### config.mk
export PLATFORM = sky130hd
export DESIGN_NAME = pfmt_emit
export DESIGN_NICKNAME = d
export VERILOG_FILES = /design/src/rtl/core/pfmt_pkg.sv /design/src/rtl/core/pfmt_emit.sv
export SDC_FILE = /design/constraint.sdc
export NUM_CORES = 1
export LEC_CHECK = 0
export ABC_AREA = 1
export BUFFER_PORTS_ARGS = -buffer_cell sky130_fd_sc_hd__buf_2
export CAP_MARGIN = 40
export CELL_PAD_IN_SITES_DETAIL_PLACEMENT = 0
export CELL_PAD_IN_SITES_GLOBAL_PLACEMENT = 1
export CORE_MARGIN = 2
export CORE_UTILIZATION = 40
export CTS_BUF_LIST = sky130_fd_sc_hd__clkbuf_8
export CTS_CLUSTER_DIAMETER = 120
export DETAILED_ROUTE_END_ITERATION = 16
export HOLD_SLACK_MARGIN = 0.08
export PLACE_DENSITY_LB_ADDON = 0.1
export REMOVE_ABC_BUFFERS = 1
export SKIP_CTS_REPAIR_TIMING = 1
export SYNTH_ARGS = -nofsm -noshare
export SYNTH_HDL_FRONTEND = slang
export SYNTH_SLANG_ARGS = --single-unit
### constraint.sdc
create_clock -name clk -period 14.4 [get_ports clk]
set_clock_uncertainty 0.15 [all_clocks]
set_input_delay 2.88 -clock clk [delete_from_list [all_inputs] [get_ports clk]]
set_output_delay 2.88 -clock clk [all_outputs]
set_load 0.02 [all_outputs]
### src/rtl/core/pfmt_pkg.sv
// Shared types, codes and character constants of the integer formatter.
package pfmt_pkg;

  localparam int SatLimit   = 47;
  localparam int DigitBuf   = 32;
  localparam int DigIdxW    = $clog2(DigitBuf);

  localparam logic [2:0] ConvSdec = 3'd0;
  localparam logic [2:0] ConvUdec = 3'd1;
  localparam logic [2:0] ConvLhex = 3'd2;
  localparam logic [2:0] ConvUhex = 3'd3;
  localparam logic [2:0] ConvBin  = 3'd4;

  localparam logic [7:0] ChSpace = 8'h20;
  localparam logic [7:0] ChPlus  = 8'h2b;
  localparam logic [7:0] ChMinus = 8'h2d;
  localparam logic [7:0] ChZero  = 8'h30;

  typedef enum logic [1:0] {
    BASE10,
    BASE16,
    BASE2
  } base_t;

  typedef struct packed {
    logic [31:0] mag;
    base_t       base;
    logic        upper;
    logic        neg;
    logic        lj;
    logic        fs;
    logic        ss;
    logic        zp;
    logic [5:0]  width;
    logic [5:0]  prec;
  } item_t;

  typedef struct packed {
    logic [DigitBuf-1:0][3:0] digits;
    logic                     upper;
    logic [7:0]               sign_char;
    logic [5:0]               count;
    logic [5:0]               b1;
    logic [5:0]               b2;
    logic [5:0]               b3;
    logic [5:0]               b4;
    logic [5:0]               len;
  } emit_job_t;

  function automatic logic [7:0] digit_char(input logic [3:0] d, input logic upper);
    logic [7:0] c;
    if (d < 4'd10) c = ChZero + {4'd0, d};
    else if (upper) c = 8'h41 + {4'd0, d - 4'd10};
    else c = 8'h61 + {4'd0, d - 4'd10};
    return c;
  endfunction

  function automatic logic [5:0] sat47(input logic [5:0] x);
    return (x > 6'(SatLimit)) ? 6'(SatLimit) : x;
  endfunction

endpackage

### src/rtl/core/pfmt_emit.sv
// Character sequencer: walks the field layout and emits one character per transfer.
module pfmt_emit (
  input  logic                clk,
  input  logic                rst,
  input  logic                in_valid,
  output logic                in_ready,
  input  pfmt_pkg::emit_job_t in_job,
  output logic                m_tvalid,
  input  logic                m_tready,
  output logic [7:0]          m_tdata,
  output logic                m_tlast
);
  import pfmt_pkg::*;

  logic                busy;
  emit_job_t           job;
  logic [5:0]          pos;
  logic [DigIdxW-1:0]  didx;
  logic [7:0]          ch;
  logic                in_dig;
  logic                adv;
  logic                fin;

  always_comb begin
    in_dig = 1'b0;
    priority if (pos < job.b1) ch = ChSpace;
    else if (pos < job.b2) ch = job.sign_char;
    else if (pos < job.b3) ch = ChZero;
    else if (pos < job.b4) begin
      ch     = digit_char(job.digits[didx], job.upper);
      in_dig = 1'b1;
    end else ch = ChSpace;
  end

  assign in_ready = !busy;
  assign adv      = busy && (!m_tvalid || m_tready);
  assign fin      = (pos == job.len - 6'd1);

  always_ff @(posedge clk) begin
    if (rst) begin
      busy     <= 1'b0;
      m_tvalid <= 1'b0;
      pos      <= '0;
    end else begin
      if (adv) begin
        m_tvalid <= 1'b1;
        m_tdata  <= ch;
        m_tlast  <= fin;
        pos      <= pos + 6'd1;
        if (in_dig) didx <= didx - 1'b1;
        if (fin) busy <= 1'b0;
      end else if (m_tvalid && m_tready) begin
        m_tvalid <= 1'b0;
      end
      if (in_valid && !busy) begin
        job  <= in_job;
        pos  <= '0;
        didx <= in_job.count[DigIdxW-1:0] - 1'b1;
        busy <= 1'b1;
      end
    end
  end
endmodule

# == Word-level counts from Yosys, hierarchy flattened ==
# Index checks and enable logic that the tools add are counted.
# word_totals
regBits,189
latch_bits,0
ram_bits,0
mem_bits_ro,0
wordCells,95
memories,0
# classes
addsub,8
multipliers,0
n_div,0
order_cmp,6
n_eq_ne,1
shift,0
muxes,19
n_bitwise,1
reduce_logical,15
# ops
cell,count
$mux 8,5
$lt 6x6->1,4
$bmux 4 s5,1
$add 7x4->8 const A,2
$mux 5,3
$sub 5x1->5 const B,2
$mux 1,9
$reduce_bool 2->1,4
$add 6x4->7 const A,1
$add 6x1->6 const B,1
$eq 6x6->1,1
$lt 5x6->1 const B,1
$reduce_and 2->1,3
$sub 6x1->6 const B,1
$lt 4x4->1 const B,1
$mux 4,1
$sub 4x4->4 const B,1
$logic_and 1x1->1,3
$reduce_and 3->1,1
$logic_not 1->1,2
$reduce_or 2->1,1
$logic_or 1x1->1,1
$not 1->1,1

# == Longest topological paths before layout ==
# depth
depth_word,9
mapped_depth,17
ltp_nobuf,15

# == Worst setup path after synthesis ==
# OpenSTA, ideal clock, no wires.
# synth_timing
path_kind,input port to flip-flop
start,input in_valid
end,register didx[0] (enable)
arrival_time_ns,10.757
path_slack_ns,3.157
cell_stages,3
path_buffers,0
cell_sequence,nand2_1 -> nor2_1 -> a31o_2
# synth_between
elab_chain_cells,3
word_cells_on_any_way,4
classes_between,reduce/logical (4)
# synth_lines
element,line_no,rtl
from (decl),pfmt_emit.sv:5,"input logic in_valid,"
$logic_and 1x1->1 *,pfmt_emit.sv:55,if (in_valid && !busy) begin
$reduce_bool 2->1 (no line),--,
$reduce_and 3->1 (no line) *,--,
to (signal assigned),pfmt_emit.sv:50,if (in_dig) didx <= didx - 1'b1;
to (signal assigned),pfmt_emit.sv:58,didx <= in_job.count[DigIdxW-1:0] - 1'b1;
to (decl),pfmt_emit.sv:18,logic [DigIdxW-1:0] didx;
# Every way passes the cells marked *; elsewhere a longest branch is shown, timed or not.
# A chain may end at the register's enable or synchronous reset.

# == Final worst setup path ==
# layout_timing
start,input in_valid
end,register job[90] (netlist bit) (enable)
# layout_between
elab_chain_cells,2
# layout_lines
element,line_no,rtl
$logic_and 1x1->1,pfmt_emit.sv:55,
$reduce_and 2->1 (no line),--,
to (signal assigned),pfmt_emit.sv:56,job <= in_job;
to (decl),pfmt_emit.sv:16,emit_job_t job;
# Every way passes these cells.

==> flow_summary.json <==
{
  "first_global_vias": 5454,
  "max_slew_margin_pct": 40.46,
  "crit_path_cell_trace": "buf_2, nand2_1, nor2_4, buf_4, buf_4",
  "clk_pin_slew_worst_paths_ns": 0.10,
  "cp-end-kind": "flop",
  "clockBufferDepth": 2,
  "die_area_um2": 21610,
  "finalMaxSlewViolations": 0,
  "globalplace.congestion": 0.7974,
  "grt_antenna_before_repair": 2,
  "syn_area_um2": 8182,
  "place_hpwl_um": 12570,
  "cp_slowest_cell": "buf_4",
  "arrival_ns": 4.54,
  "clock_latency_ns": 0.48,
  "drt_first_pass_iters": 5,
  "core_area_um2": 20170,
  "min_path_type": "flop to flop",
  "p_per_area_nw_per_um2": 111.4,
  "cpMostUsedCell": "buf_4",
  "pin_count": 188,
  "die_x_um": 147.0,
  "worst_pin_slew_ns": 0.8931,
  "ys.flop_type": "edfxtp_1",
  "cts_made_buffers": 17,
  "hold_violations": 0,
  "fin_nets": 1085,
  "finalWirelength_um": 18670,
  "setup_tns_ns": 0,
  "p_leak_uw": 0.004060,
  "power_uw": 1084,
  "period_needed_ns": 4.582,
  "vias": 5608,
  "worstPathMaxFanout": 54,
  "gr-total-overflow": 0,
  "ir_worst_vdd_v": 0.00005841,
  "cts_tree": "yes",
  "finalSetupViolations": 0,
  "grt_max_degree": 69,
  "synth.yosys.seq_area_share_pct": 68.39,
  "worstPathRequired_ns": 14.36,
  "ys.warnings.count": 0,
  "rsz0062_at_grt": "false",
  "crit_type": "primary input to flop",
  "cts.htree.levels": 4,
  "cap_violations": 0,
  "drc": 0,
  "fp.dieH_um": 147.0,
  "fmax_mhz": 218.2,
  "start_util_pct": 40.56,
  "area_growth_pct": 18.99,
  "synth.ff_latch_count": 189,
  "wl_per_cell_um": 16.02,
  "fin_crit_sh_pct": 31.82,
  "critPathMaxStageDelay_ns": 0.65,
  "antenna_cells": 0,
  "rows": 52,
  "synthArstFlopShare_pct": 0,
  "postSynthAreaPerCell_um2": 11.79,
  "track_usage_pct": 17.59,
  "postSynthCellCount": 694,
  "synthDistinctLibCells": 32,
  "viasPerCell": 4.814,
  "status": "finished clean",
  "start_kind": "primary input",
  "drtIter0Drc": 322,
  "ant_nets": 0,
  "portBuffers": 186,
  "fillers": 1865,
  "root_buffer": "clkbuf_8",
  "cts_sinks": 189,
  "drive_above_1_share_pct": 26.59,
  "grt_pass1_wl_um": 28860,
  "synth_edf_count": 181
}
[through the flow]
| stage | util [%] | std cells | setup WS [ns] | hold WS, ns | cell area, um^2 |
|---|---|---|---|---|---|
| 6_report | 48.27 | 1165 | 9.818 | 0.3737 | 9736 |
| 5_1_grt | 48.27 | 1165 | 9.694 | 0.4253 | 9736 |
| 4_1_cts | 48.23 | 1164 | 9.832 | 0.3710 | 9728 |
| 3_5_place_dp | 46.25 | 1132 | 9.302 | 0.3569 | 9328 |
| 3_3_place_gp | 46.07 | 1130 | 9.389 | 0.3523 | 9293 |
| 2_1_floorplan | - | 669 | 3.157 | 0.3382 | 7979 |
[layout make-up]
cell class                 count  area (um^2)  area share [%]
sequential                   189         5595           57.47
multi-input combinational    434         2218           22.79
timing repair buffer         194         1011           10.38
tap                          270        337.8           3.470
clock buffer                  17        234.0           2.403
inverter                      46        172.7           1.774
clock inverter                15        166.4           1.709
[power breakdown]
part	leakage, uW	switching, uW	total, uW	internal (uW)
Clock	0.000208	218	352	133
Sequential	0.00175	7.13	633	626
Combinational	0.00211	59.6	99.1	39.5
Total	0.00406	285	1080	799
[sequential cells by signal (all words and copies together) (netlist names)]
name      cells
busy          1
didx          5
job         167
m_tdata       8
m_tlast       1
m_tvalid      1
pos           6
[cells in the final DEF, fill, tap and decap left out, types with 2 or more instances in the layout]
cell type	n
a21boi_0	3
a21oi_1	18
buf_2	186
buf_4	6
clkbuf_8	17
clkinv_1	2
clkinv_4	3
clkinv_8	2
dfxtp_1	8
edfxtp_1	181
ha_1	26
inv_1	42
inv_2	3
inv_8	7
nand2_1	201
nand2_2	4
nand3_1	116
nand3_2	2
nand4_1	3
nor2_1	16
nor3_1	5
nor3b_1	2
o21a_1	2
o21ai_0	12
o221ai_1	2
xnor2_1	7
xor2_1	7
[cell families after synthesis]
kind of cell	share of synthesized area, %
and+or+nand+nor	18.75
DFF	68.39
buffers and inverters	4.588
AOI/OAI and AO/OA	2.799
adders and majority gates	3.976
xor gates and xnor gates	1.499
[path summary, 6_finish.rpt]
path / from / end / slack [ns] / depth (start not counted)
setup / recovery: in_valid / job[90] / 9.82 / 5
hold / removal: m_tvalid / m_tvalid / 0.37 / 2
setup reg to reg: didx[2] / m_tdata[4] / 11.04 / 11
hold reg to reg: m_tvalid / m_tvalid / 0.37 / 2
[critical path, delay by kind of cell]
family        cells  cell delay [ns]
buf+inv           3             1.24
simple gates      2             0.35
[per-layer routing]
metal	global-route usage [%]	part of all wire, %
met1	23.20	44
met4	5.481	1.5
met3	4.565	5.8
met5	0	0.038
met2	28.76	49
[cell usage after synthesis, types with 2 or more instances]
master / count / area (um^2)
xnor2_1: 7 / 61.31
ha_1: 26 / 325.3
inv_1: 41 / 153.9
o21ai_0: 12 / 60.06
nand2_2: 4 / 25.02
dfxtp_1: 8 / 160.2
edfxtp_1: 181 / 5435
xor2_1: 7 / 61.31
nand3_1: 116 / 580.6
o21a_1: 2 / 15.01
clkinv_1: 2 / 7.510
a21oi_1: 18 / 90.09
a21boi_0: 3 / 22.52
nor2_1: 17 / 63.81
nand2_1: 201 / 754.5
nor3_1: 5 / 25.02
buf_6: 11 / 123.9
inv_2: 3 / 11.26
nand4_1: 3 / 18.77
buf_2: 9 / 45.04
o221ai_1: 2 / 17.52
nand3_2: 2 / 20.02
buf_4: 4 / 30.03
nor3b_1: 2 / 15.01
(Power assumes the default switching activity.)
